$ cat src/rtl/i2cbw_pkg.sv
// ----------------------------------------------------------------------------
// i2cbw_pkg
// Shared types and constants for the I2C master byte writer: command and
// line-step payloads, queue entries and configuration register indexes.
// ----------------------------------------------------------------------------
package i2cbw_pkg;

  localparam int BITS_PER_BYTE = 8;
  localparam int BIT_IDX_W     = $clog2(BITS_PER_BYTE);
  localparam int BYTE_STEPS    = 3 * BITS_PER_BYTE + 2;
  localparam int STEP_W        = $clog2(BYTE_STEPS);
  localparam int HOLD_W        = 8;
  localparam int CFG_INDEX_W   = 2;
  localparam int CFG_DATA_W    = 8;

  // reset values of the hold registers
  localparam logic [HOLD_W-1:0] DATA_HOLD_RST       = 8'd5;
  localparam logic [HOLD_W-1:0] CLOCK_HIGH_HOLD_RST = 8'd10;
  localparam logic [HOLD_W-1:0] CLOCK_LOW_HOLD_RST  = 8'd5;

  // configuration register indexes
  localparam logic [CFG_INDEX_W-1:0] REG_DATA_HOLD       = 2'd0;
  localparam logic [CFG_INDEX_W-1:0] REG_CLOCK_HIGH_HOLD = 2'd1;
  localparam logic [CFG_INDEX_W-1:0] REG_CLOCK_LOW_HOLD  = 2'd2;

  // command kinds on the input channel
  typedef enum logic [1:0] {
    KIND_START = 2'd0,
    KIND_BYTE  = 2'd1,
    KIND_STOP  = 2'd2,
    KIND_ACK   = 2'd3
  } kind_t;

  // classified operation handed to the back end
  typedef enum logic [2:0] {
    OP_START  = 3'd0,
    OP_BYTE   = 3'd1,
    OP_STOP   = 3'd2,
    OP_ACK_HI = 3'd3,
    OP_ACK_LO = 3'd4,
    OP_ERROR  = 3'd5
  } op_t;

  typedef struct packed {
    logic [1:0] kind;
    logic [7:0] byte_value;
    logic       sda_sample;
  } cmd_t;

  typedef struct packed {
    logic              scl_release;
    logic              sda_release;
    logic [HOLD_W-1:0] hold_time;
    logic              ack_wait;
    logic              order_error;
    logic              last_step;
  } step_t;

  typedef struct packed {
    op_t        op;
    logic [7:0] byte_value;
    logic       err_scl;
    logic       err_sda;
    logic       err_wait;
  } qent_t;

endpackage

$ cat src/rtl/i2cbw_queue.sv
// ----------------------------------------------------------------------------
// i2cbw_queue
// Two-entry queue of classified commands between the front end and the
// line-step sequencer.
// ----------------------------------------------------------------------------
module i2cbw_queue (
  input  logic              clk,
  input  logic              rst,
  input  logic              push,
  input  i2cbw_pkg::qent_t  push_data,
  output logic              full,
  input  logic              pop,
  output i2cbw_pkg::qent_t  head,
  output logic              empty
);
  import i2cbw_pkg::*;

  qent_t       mem [2];
  logic        wr_ptr;
  logic        rd_ptr;
  logic [1:0]  count;

  assign full  = (count == 2'd2);
  assign empty = (count == 2'd0);
  assign head  = mem[rd_ptr];

  // storage
  always_ff @(posedge clk) begin
    if (push) begin
      mem[wr_ptr] <= push_data;
    end
  end

  // pointers and fill count
  always_ff @(posedge clk) begin
    if (rst) begin
      wr_ptr <= 1'b0;
      rd_ptr <= 1'b0;
      count  <= 2'd0;
    end else begin
      if (push) begin
        wr_ptr <= ~wr_ptr;
      end
      if (pop) begin
        rd_ptr <= ~rd_ptr;
      end
      if (push && !pop) begin
        count <= count + 2'd1;
      end else if (pop && !push) begin
        count <= count - 2'd1;
      end
    end
  end

endmodule

$ cat src/rtl/i2cbw_front.sv
// ----------------------------------------------------------------------------
// i2cbw_front
// Command front end: checks the ack phase, classifies each command and
// tracks the bus line levels and ack phase at command granularity.
// ----------------------------------------------------------------------------
module i2cbw_front (
  input  logic              clk,
  input  logic              rst,
  input  logic              in_valid,
  output logic              in_stall,
  input  i2cbw_pkg::cmd_t   in_data,
  input  logic              q_full,
  output logic              q_push,
  output i2cbw_pkg::qent_t  q_data
);
  import i2cbw_pkg::*;

  logic awaiting_ack;
  logic scl_line;
  logic sda_line;
  logic order_bad;
  kind_t kind;

  assign in_stall  = q_full;
  assign q_push    = in_valid && !q_full;
  assign kind      = kind_t'(in_data.kind);
  assign order_bad = (kind == KIND_ACK) != awaiting_ack;

  // classify the incoming command
  always_comb begin
    q_data            = '0;
    q_data.byte_value = in_data.byte_value;
    q_data.err_scl    = scl_line;
    q_data.err_sda    = sda_line;
    q_data.err_wait   = awaiting_ack;
    if (order_bad) begin
      q_data.op = OP_ERROR;
    end else begin
      case (kind)
        KIND_START: q_data.op = OP_START;
        KIND_BYTE:  q_data.op = OP_BYTE;
        KIND_STOP:  q_data.op = OP_STOP;
        default:    q_data.op = in_data.sda_sample ? OP_ACK_HI : OP_ACK_LO;
      endcase
    end
  end

  // line levels and ack phase as each accepted command will leave them
  always_ff @(posedge clk) begin
    if (rst) begin
      awaiting_ack <= 1'b0;
      scl_line     <= 1'b1;
      sda_line     <= 1'b1;
    end else if (q_push && !order_bad) begin
      case (kind)
        KIND_START: begin
          scl_line <= 1'b0;
          sda_line <= 1'b0;
        end
        KIND_BYTE: begin
          scl_line     <= 1'b1;
          sda_line     <= 1'b1;
          awaiting_ack <= 1'b1;
        end
        KIND_STOP: begin
          scl_line <= 1'b1;
          sda_line <= 1'b1;
        end
        default: begin
          scl_line <= in_data.sda_sample;
          if (!in_data.sda_sample) begin
            awaiting_ack <= 1'b0;
          end
        end
      endcase
    end
  end

endmodule

$ cat src/rtl/i2cbw_back.sv
// ----------------------------------------------------------------------------
// i2cbw_back
// Line-step sequencer: walks the queued command, one step per cycle unless
// stalled, into a registered output stage; holds the three hold registers.
// ----------------------------------------------------------------------------
module i2cbw_back (
  input  logic                                   clk,
  input  logic                                   rst,
  input  logic                                   cfg_en,
  input  logic [i2cbw_pkg::CFG_INDEX_W-1:0]      cfg_index,
  input  logic [i2cbw_pkg::CFG_DATA_W-1:0]       cfg_data,
  input  logic                                   q_empty,
  input  i2cbw_pkg::qent_t                       q_head,
  output logic                                   q_pop,
  output logic                                   out_valid,
  input  logic                                   out_stall,
  output i2cbw_pkg::step_t                       out_data
);
  import i2cbw_pkg::*;

  logic [HOLD_W-1:0]    data_hold;
  logic [HOLD_W-1:0]    clock_high_hold;
  logic [HOLD_W-1:0]    clock_low_hold;
  logic                 scl_line;
  logic                 sda_line;
  logic [STEP_W-1:0]    cnt;
  logic [1:0]           ph;
  logic [BIT_IDX_W-1:0] bidx;
  logic                 fire;
  step_t                step;

  assign fire  = !q_empty && (!out_valid || !out_stall);
  assign q_pop = fire && step.last_step;

  // hold-time registers
  always_ff @(posedge clk) begin
    if (rst) begin
      data_hold       <= DATA_HOLD_RST;
      clock_high_hold <= CLOCK_HIGH_HOLD_RST;
      clock_low_hold  <= CLOCK_LOW_HOLD_RST;
    end else if (cfg_en) begin
      case (cfg_index)
        REG_DATA_HOLD:       data_hold       <= cfg_data;
        REG_CLOCK_HIGH_HOLD: clock_high_hold <= cfg_data;
        REG_CLOCK_LOW_HOLD:  clock_low_hold  <= cfg_data;
        default: ;
      endcase
    end
  end

  // line step for the current position in the command
  always_comb begin
    step             = '0;
    step.scl_release = scl_line;
    step.sda_release = sda_line;
    case (q_head.op)
      OP_START: begin
        case (cnt)
          STEP_W'(0): begin
            step.scl_release = 1'b1;
            step.hold_time   = clock_high_hold;
          end
          STEP_W'(1): begin
            step.sda_release = 1'b1;
            step.hold_time   = data_hold;
          end
          STEP_W'(2): begin
            step.sda_release = 1'b0;
            step.hold_time   = data_hold;
          end
          default: begin
            step.scl_release = 1'b0;
            step.hold_time   = clock_low_hold;
            step.last_step   = 1'b1;
          end
        endcase
      end
      OP_STOP: begin
        case (cnt)
          STEP_W'(0): begin
            step.sda_release = 1'b0;
            step.hold_time   = data_hold;
          end
          STEP_W'(1): begin
            step.scl_release = 1'b0;
            step.hold_time   = clock_low_hold;
          end
          STEP_W'(2): begin
            step.scl_release = 1'b1;
            step.hold_time   = clock_high_hold;
          end
          default: begin
            step.sda_release = 1'b1;
            step.hold_time   = data_hold;
            step.last_step   = 1'b1;
          end
        endcase
      end
      OP_BYTE: begin
        if (cnt == STEP_W'(BYTE_STEPS - 2)) begin
          // release sda for the ack bit
          step.sda_release = 1'b1;
        end else if (cnt == STEP_W'(BYTE_STEPS - 1)) begin
          step.scl_release = 1'b1;
          step.hold_time   = clock_high_hold;
          step.ack_wait    = 1'b1;
          step.last_step   = 1'b1;
        end else begin
          case (ph)
            2'd0: begin
              step.sda_release = q_head.byte_value[~bidx];
              step.hold_time   = data_hold;
            end
            2'd1: begin
              step.scl_release = 1'b1;
              step.hold_time   = clock_high_hold;
            end
            default: begin
              step.scl_release = 1'b0;
              step.hold_time   = clock_low_hold;
            end
          endcase
        end
      end
      OP_ACK_HI: begin
        step.ack_wait = 1'b1;
        if (cnt == STEP_W'(0)) begin
          step.scl_release = 1'b0;
          step.hold_time   = clock_low_hold;
        end else begin
          step.scl_release = 1'b1;
          step.hold_time   = clock_high_hold;
          step.last_step   = 1'b1;
        end
      end
      OP_ACK_LO: begin
        step.scl_release = 1'b0;
        step.hold_time   = clock_low_hold;
        step.last_step   = 1'b1;
      end
      default: begin
        // rejected command: report current lines, no hold
        step.scl_release = q_head.err_scl;
        step.sda_release = q_head.err_sda;
        step.ack_wait    = q_head.err_wait;
        step.order_error = 1'b1;
        step.last_step   = 1'b1;
      end
    endcase
  end

  // step counters, line levels and output register
  always_ff @(posedge clk) begin
    if (rst) begin
      out_valid <= 1'b0;
      scl_line  <= 1'b1;
      sda_line  <= 1'b1;
      cnt       <= '0;
      ph        <= 2'd0;
      bidx      <= '0;
    end else begin
      if (fire) begin
        out_valid <= 1'b1;
        scl_line  <= step.scl_release;
        sda_line  <= step.sda_release;
        if (step.last_step) begin
          cnt  <= '0;
          ph   <= 2'd0;
          bidx <= '0;
        end else begin
          cnt <= cnt + STEP_W'(1);
          if (ph == 2'd2) begin
            ph   <= 2'd0;
            bidx <= bidx + BIT_IDX_W'(1);
          end else begin
            ph <= ph + 2'd1;
          end
        end
      end else if (!out_stall) begin
        out_valid <= 1'b0;
      end
    end
  end

  always_ff @(posedge clk) begin
    if (fire) begin
      out_data <= step;
    end
  end

endmodule

$ cat src/rtl/i2c_master_byte_writer.sv
// ----------------------------------------------------------------------------
// i2c_master_byte_writer
// Write-only I2C master sequencer: turns start, send byte, stop and ack
// sample commands into timed SCL/SDA line steps.
// ----------------------------------------------------------------------------
// Usage:
//   Commands enter on in_valid/in_stall/in_data; each accepted command yields
//   a run of line steps on out_valid/out_stall/out_data, the last one marked
//   by last_step. Step counts: start 4, stop 4, send byte 26, ack sample 2
//   (high) or 1 (low); a command out of ack phase gives one step flagged
//   order_error and changes nothing.
//   The front end classifies a command in the cycle it is accepted and puts
//   it in a two-entry queue; the sequencer emits one step per cycle unless
//   the output stalls, so the first step passes through the queue and then
//   the output step register, and the sequencer's step counts set the rate.
//   A stall on the output freezes the step register and the sequencer; the
//   input keeps taking commands until the queue holds two.
//   Hold times come from cfg_en/cfg_index/cfg_data (data, clock high, clock low
//   at 0, 1, 2); the user must write them while idle, the block does not enforce it.
//   Reset (rst, synchronous) empties the queue, releases both lines, clears
//   the ack phase and loads hold times 5, 10 and 5.
// ----------------------------------------------------------------------------
module i2c_master_byte_writer (
  input  logic                               clk,
  input  logic                               rst,
  input  logic                               in_valid,
  output logic                               in_stall,
  input  i2cbw_pkg::cmd_t                    in_data,
  output logic                               out_valid,
  input  logic                               out_stall,
  output i2cbw_pkg::step_t                   out_data,
  input  logic                               cfg_en,
  input  logic [i2cbw_pkg::CFG_INDEX_W-1:0]  cfg_index,
  input  logic [i2cbw_pkg::CFG_DATA_W-1:0]   cfg_data
);
  import i2cbw_pkg::*;

  qent_t q_data;
  qent_t q_head;
  logic  q_push;
  logic  q_pop;
  logic  q_full;
  logic  q_empty;

  // command front end
  i2cbw_front u_front (
    .clk      (clk),
    .rst      (rst),
    .in_valid (in_valid),
    .in_stall (in_stall),
    .in_data  (in_data),
    .q_full   (q_full),
    .q_push   (q_push),
    .q_data   (q_data)
  );

  // command queue
  i2cbw_queue u_queue (
    .clk       (clk),
    .rst       (rst),
    .push      (q_push),
    .push_data (q_data),
    .full      (q_full),
    .pop       (q_pop),
    .head      (q_head),
    .empty     (q_empty)
  );

  // line-step sequencer
  i2cbw_back u_back (
    .clk       (clk),
    .rst       (rst),
    .cfg_en    (cfg_en),
    .cfg_index (cfg_index),
    .cfg_data  (cfg_data),
    .q_empty   (q_empty),
    .q_head    (q_head),
    .q_pop     (q_pop),
    .out_valid (out_valid),
    .out_stall (out_stall),
    .out_data  (out_data)
  );

endmodule

$ cat config.mk
export PLATFORM = sky130hd
export DESIGN_NAME = i2c_master_byte_writer
export DESIGN_NICKNAME = d
export VERILOG_FILES = /design/src/rtl/i2cbw_pkg.sv /design/src/rtl/i2cbw_queue.sv /design/src/rtl/i2cbw_front.sv /design/src/rtl/i2cbw_back.sv /design/src/rtl/i2c_master_byte_writer.sv
export SDC_FILE = /design/constraint.sdc
export NUM_CORES = 1
export LEC_CHECK = 0
export ABC_AREA = 1
export ABC_CLOCK_PERIOD_IN_PS = 3090
export BUFFER_PORTS_ARGS = -buffer_cell sky130_fd_sc_hd__buf_4
export CAP_MARGIN = 20
export CORE_MARGIN = 2
export CORE_UTILIZATION = 55
export DETAILED_ROUTE_END_ITERATION = 8
export PLACE_DENSITY = 0.85
export REMOVE_ABC_BUFFERS = 1
export SYNTH_ARGS = -nofsm -noshare
export SYNTH_HDL_FRONTEND = slang
export SYNTH_SLANG_ARGS = --single-unit
$ cat constraint.sdc
create_clock -name clk -period 3.09 [get_ports clk]
set_input_delay 0.1545 -clock clk [delete_from_list [all_inputs] [get_ports clk]]
set_output_delay 0.1545 -clock clk [all_outputs]
set_load 0.02 [all_outputs]
# Word level (Yosys, flattened, before mapping)
# Memories as Yosys holds them, arrays and structs flattened. A register that Yosys moved wholly into a read port is not among the register bits.
# Cells that the tools add are included.
[totals] reg_bits=57 ramBits=28 inputBits=26 output_inout_bits=15 elab_cells=136 memories=1
[classes] add_sub_neg=5 n_lt_le_gt_ge=1 n_eq_ne=19 n_mux=48 n_bitwise=4 n_reduce_logical=37
[mem_list] memory="u_queue.mem" depth=2 word_bits=14 rd=1 rd_ports_with_merged_regs=1 write_ports=1 line="i2cbw_queue.sv:18" text="qent_t mem [2];"
[op_table] operator="$pmux 8 s2" count=3
[op_table] operator="$pmux 8 s5" count=1
[op_table] operator="$mux 1" count=18
[op_table] operator="$mux 8" count=2
[op_table] operator="$pmux 1 s2" count=8
[op_table] operator="$mux 3" count=4
[op_table] operator="$eq 2x2->1 const B" count=5
[op_table] operator="$eq 5x5->1 const B" count=2
[op_table] operator="$reduce_and 2->1" count=5
[op_table] operator="$reduce_or 2->1" count=5
[op_table] operator="$mux 9" count=1
[op_table] operator="$pmux 3 s3" count=1
[op_table] operator="$logic_not 2->1" count=4
[op_table] operator="$mux 2" count=4
[op_table] operator="$logic_not 1->1" count=7
[op_table] operator="$eq 2x1->1 const B" count=3
[op_table] operator="$eq 3x2->1 const B" count=2
[op_table] operator="$logic_and 1x1->1" count=6
[op_table] operator="$pmux 1 s3" count=2
[op_table] operator="$reduce_bool 2->1" count=3
[op_table] operator="$reduce_or 3->1" count=2
[op_table] operator="$add 5x1->5 const B" count=1
[op_table] operator="$eq 5x1->1 const B" count=1
[op_table] operator="$eq 5x2->1 const B" count=1
[op_table] operator="19 further kinds" count=23

# Logic depth before layout (Yosys ltp)
[logic_depth] depth_word=8 ltp_mapped=14

# Cells and area by module
# From an unflattened synthesis, not the netlist that was laid out.
[unflattened] hier_cells=537 area_unflattened_um2=4509.3
[modules_own_cells] module="i2cbw_back" instances=1 cells_each=409 area_per_inst_um2=2920.3 seq_area_each_um2=1131.1
[modules_own_cells] module="i2cbw_queue" instances=1 cells_each=76 area_per_inst_um2=1236.2 seq_area_each_um2=940.9
[modules_own_cells] module="i2cbw_front" instances=1 cells_each=52 area_per_inst_um2=352.8 seq_area_each_um2=60.1

# Worst setup path before layout
# No wires, ideal clock.
[synth_path] path_kind="flip-flop to flip-flop" from="register u_back.cnt[0]" to="register u_queue.count[1]" setup_time_ns=0.122 arrival_time_ns=2.009 t_required_ns=2.968 slack_ns=0.959 path_stages_with_launch=14 n_path_buf=0 cell_sequence="dfxtp_1 -> inv_1 -> ha_1 -> inv_1 -> nor2_8 -> nor2_1 -> nand2_1 -> nand3_4 -> nand2_4 -> ha_1 -> a21oi_1 -> o21ai_0 -> o21ai_0 -> a21oi_1"
[synth_rtl] element="from (decl)" line="i2cbw_back.sv:26" text="logic [STEP_W-1:0] cnt;"
[synth_rtl] element="from (signal assigned)" line="i2cbw_back.sv:171" text="cnt <= cnt + STEP_W'(1);"
[synth_rtl] element="to (signal assigned)" line="i2cbw_queue.sv:48" text="count <= count + 2'd1;"
[synth_rtl] element="to (signal assigned)" line="i2cbw_queue.sv:50" text="count <= count - 2'd1;"
[synth_rtl] element="to (decl)" line="i2cbw_queue.sv:21" text="logic [1:0] count;"

==> run_results.csv <==
group,metric,value,unit
detailed_routing,vias_per_cell,5.67,
setup_path,required,3340,ps
setup_path,cp-end-kind,"register",
pwr,vdd_drop_max,0.789,mV
yosys,seq_area_frac_synth,49.5,%
detailed_routing,ant_nets,0,
setup_path,rr_worst_depth,14,
placement,portBuffers,40,
sta,worstMarginPinSlew,963,ps
cts,cts_buffer_depth,2,
finish,drive_above_1_share,15.6,%
yosys,synthCells,507,
pwr,leakagePower,2.10,nW
yosys,ys_seq_elements,86,
detailed_routing,drcViolationCount,0,
cts,cts_tree,"built",
setup_path,rrSetupSlack,400,ps
grt,grt_max_degree,32,
sta,relSlewSlack,35.7,%
pwr,p_int,2.47,mW
sta,rsz0062_at_grt,"false",
detailed_routing,drt_iter0_markers,271,
detailed_routing,wl,10200,um
cts,cts_resized,0,
setup_path,cp_cell_sequence,"inv_2 > nand2_1 > nand2_2 > inv_2 > nand2_1 > nor2_4 > nand2_1 > nand3_4 > nand2_4 > ha_1 > a21oi_1 > o21ai_0 > o21ai_0 > a21oi_1",
yosys,synth.distinct_cells,38,
pwr,p_sw,1.95,mW
sta,post-route-period-util,87.1,%
detailed_routing,first_pass_iters,5,
worst_hold_path,whs_path_depth,3,
floorplanning,start_util,56.3,%
setup_path,worst-setup-path-type,"register to register",
setup_path,cp_slowest_cell,"dfxtp_1",
finish,fin_area,4970,um^2
detailed_routing,vias,3775,
placement,postPlaceCellArea,4720,um^2
floorplanning,core_area,7650,um^2
cts,root_buffer,"clkbuf_8",
setup_path,crit_top_cell,"nand2_1",
sta,setup_viol,0,
pwr,swShare,44.1,%
pwr,pwr-share-seq,37.6,%
setup_path,slowest_delay,680,ps
finish,area_growth,15.5,%
setup_path,crit_path_start_kind,"register",
sta,fin_skew,8.39,ps
yosys,syn_avg_cell_area,8.49,um^2
pwr,p_total,4.42,mW
floorplanning,dieArea,8550,um^2
floorplanning,die_x,92.5,um
grt,antenna_found_initial,0,
sta,finalHoldViolCount,0,
grt,grt-ovfl-total,0,
cts,path_clk_slew,90,ps
pwr,pwr-share-clk,16.0,%
floorplanning,num_rows,32,
sta,period_minus_slack,2690,ps
sta,final_max_slew_viol_count,0,
yosys,yosysWarningCount,0,
grt,grt_pass1_wl,16900,um
floorplanning,chipHeight,92.5,um
cts,cts_max_level,3,
flow_run,maxCapViolations,0,
sta,fin_tns_setup,0,ps
cts,clock_latency,360,ps
cts,cts_buffers,9,
grt,grt_pass1_vias,3711,
pwr,power.density,890,nW/um^2
placement,hpwl,7210,um
setup_path,cp_max_fo,16,
setup_path,critPathArrivalTime,2940,ps
grt,grtUsageTotal,25.3,%
run_status,status,"finished, final reports clean",
cts,clock_sinks,86,
finish,diodes,0,
yosys,netlist_area,4310,um^2
placement,gp_congestion,0.870,
floorplanning,io_pins,41,
detailed_routing,wl_per_cell,15.3,um
worst_hold_path,hp-class,"primary input to register",
pwr,power_frac_comb,46.4,%
sta,fmax,0.371,GHz
finish,fin_nets,595,
-- per-layer routing --
metal  track usage (%)  wire [um]  vias to the layer above
met1              29.9       4100                     1775
met2              44.1       5220                      153
li1                  -          -                     1827
met5                 0          0                        -
met3              4.64        625                       20
met4              12.3        233                        0
-- cell usage after synthesis (all sizes together) --
cell type | instances | area (um^2)
inv | 81 | 304
nand3b | 1 | 7.51
o22ai | 17 | 106
a22oi | 1 | 7.51
a21boi | 2 | 15.0
nand3 | 28 | 158
clkbuf | 8 | 30.0
dfxtp | 45 | 901
a21oi | 40 | 211
o221ai | 6 | 52.6
buf | 4 | 20.0
nor3 | 4 | 20.0
nand4 | 10 | 62.6
nand2 | 86 | 350
nor3b | 1 | 12.5
a211oi | 4 | 45.1
xor2 | 4 | 35.0
o21ai | 45 | 233
edfxtp | 41 | 1230
a311oi | 1 | 8.76
xnor2 | 1 | 8.76
o21a | 7 | 52.6
o211ai | 7 | 52.6
nor2 | 51 | 238
ha | 10 | 125
o2111ai | 2 | 17.5
-- registers in the layout, indices dropped and copies added (netlist names), named ones only --
register / count
u_back.cnt: 5
u_queue.rd_ptr: 1
u_front.sda_line: 1
u_back.clock_high_hold: 8
u_back.ph: 2
u_back.data_hold: 8
u_back.scl_line: 1
u_queue.wr_ptr: 1
u_back.out_valid: 1
u_back.clock_low_hold: 8
u_back.bidx: 3
u_back.out_data: 13
u_queue.mem: 28
u_queue.count: 2
u_back.sda_line: 1
u_front.scl_line: 1
u_front.awaiting_ack: 1
-- placed cells by master (no fill, tap or decap), types with 8 or more instances in the layout --
cell type and instances:
o21ai_0 37, clkbuf_8 9, dlygate4sd3_1 8, o22ai_1 17
nand4_1 10, dfxtp_1 45, inv_1 75, a21oi_1 39
buf_4 45, edfxtp_1 41, nand2_1 79, ha_1 10
nor2_1 44, nand3_1 26
-- repair_timing --
action,4_1_cts,5_1_grt
hold buffers,8,0
hold endpoints to repair,16,0
buffers inserted,0,0
-- metrics by stage --
stage | hold WS, ps | cells | setup slack, ps | util [%]
2_1_floorplan | 224 | 495 | 487 | -
3_3_place_gp | 341 | 642 | 619 | 61.7
3_5_place_dp | 343 | 642 | 439 | 61.7
4_1_cts | 4.11 | 666 | 419 | 65.0
5_1_grt | 27.9 | 666 | 100 | 65.0
6_report | 17.6 | 666 | 398 | 65.0
-- path summary, 6_finish.rpt --
kind | from | endpoint
max reg2reg | register | u_queue.count[1]
max | register | u_queue.count[1]
min | cfg_data[3] | u_back.clock_high_hold[3]
min reg2reg | u_front.sda_line | u_queue.mem[1][1]
-- final cells by class --
cell class | instances | area, um^2
inverters | 81 | 304
clock buffers | 9 | 124
multi-input cells | 328 | 1820
clock inverters | 7 | 47.5
flip-flops and latches | 86 | 2130
well taps | 102 | 128
repair buffers | 53 | 418
fillers | 632 | 2680
-- power by group through the flow --
stage / Clock [mW] / Combinational [mW] / Sequential (mW)
floorplan: 0 / 1.27 / 1.77
global placement: 0 / 1.94 / 1.67
detailed placement: 0 / 2.00 / 1.69
CTS: 0.716 / 2.02 / 1.66
global route: 0.763 / 2.25 / 1.69
finish: 0.708 / 2.05 / 1.66
-- critical path: cells and delay by family, from the launching register on --
kind	cells	cell delay (ps)
compound gates	4	500
fa+ha+maj	1	340
buf+inv	2	300
flops	1	680
simple gates	7	760
-- kinds of logic after synthesis --
kind of cell / Yosys count / share of synthesized area, %
simple gates: 181 / 19.7
compound gates: 132 / 18.6
buf+inv: 93 / 8.22
flops: 86 / 49.5
fa+ha+maj: 10 / 2.91
xor+xnor: 5 / 1.02
Power figures use the tool's default switching activity.
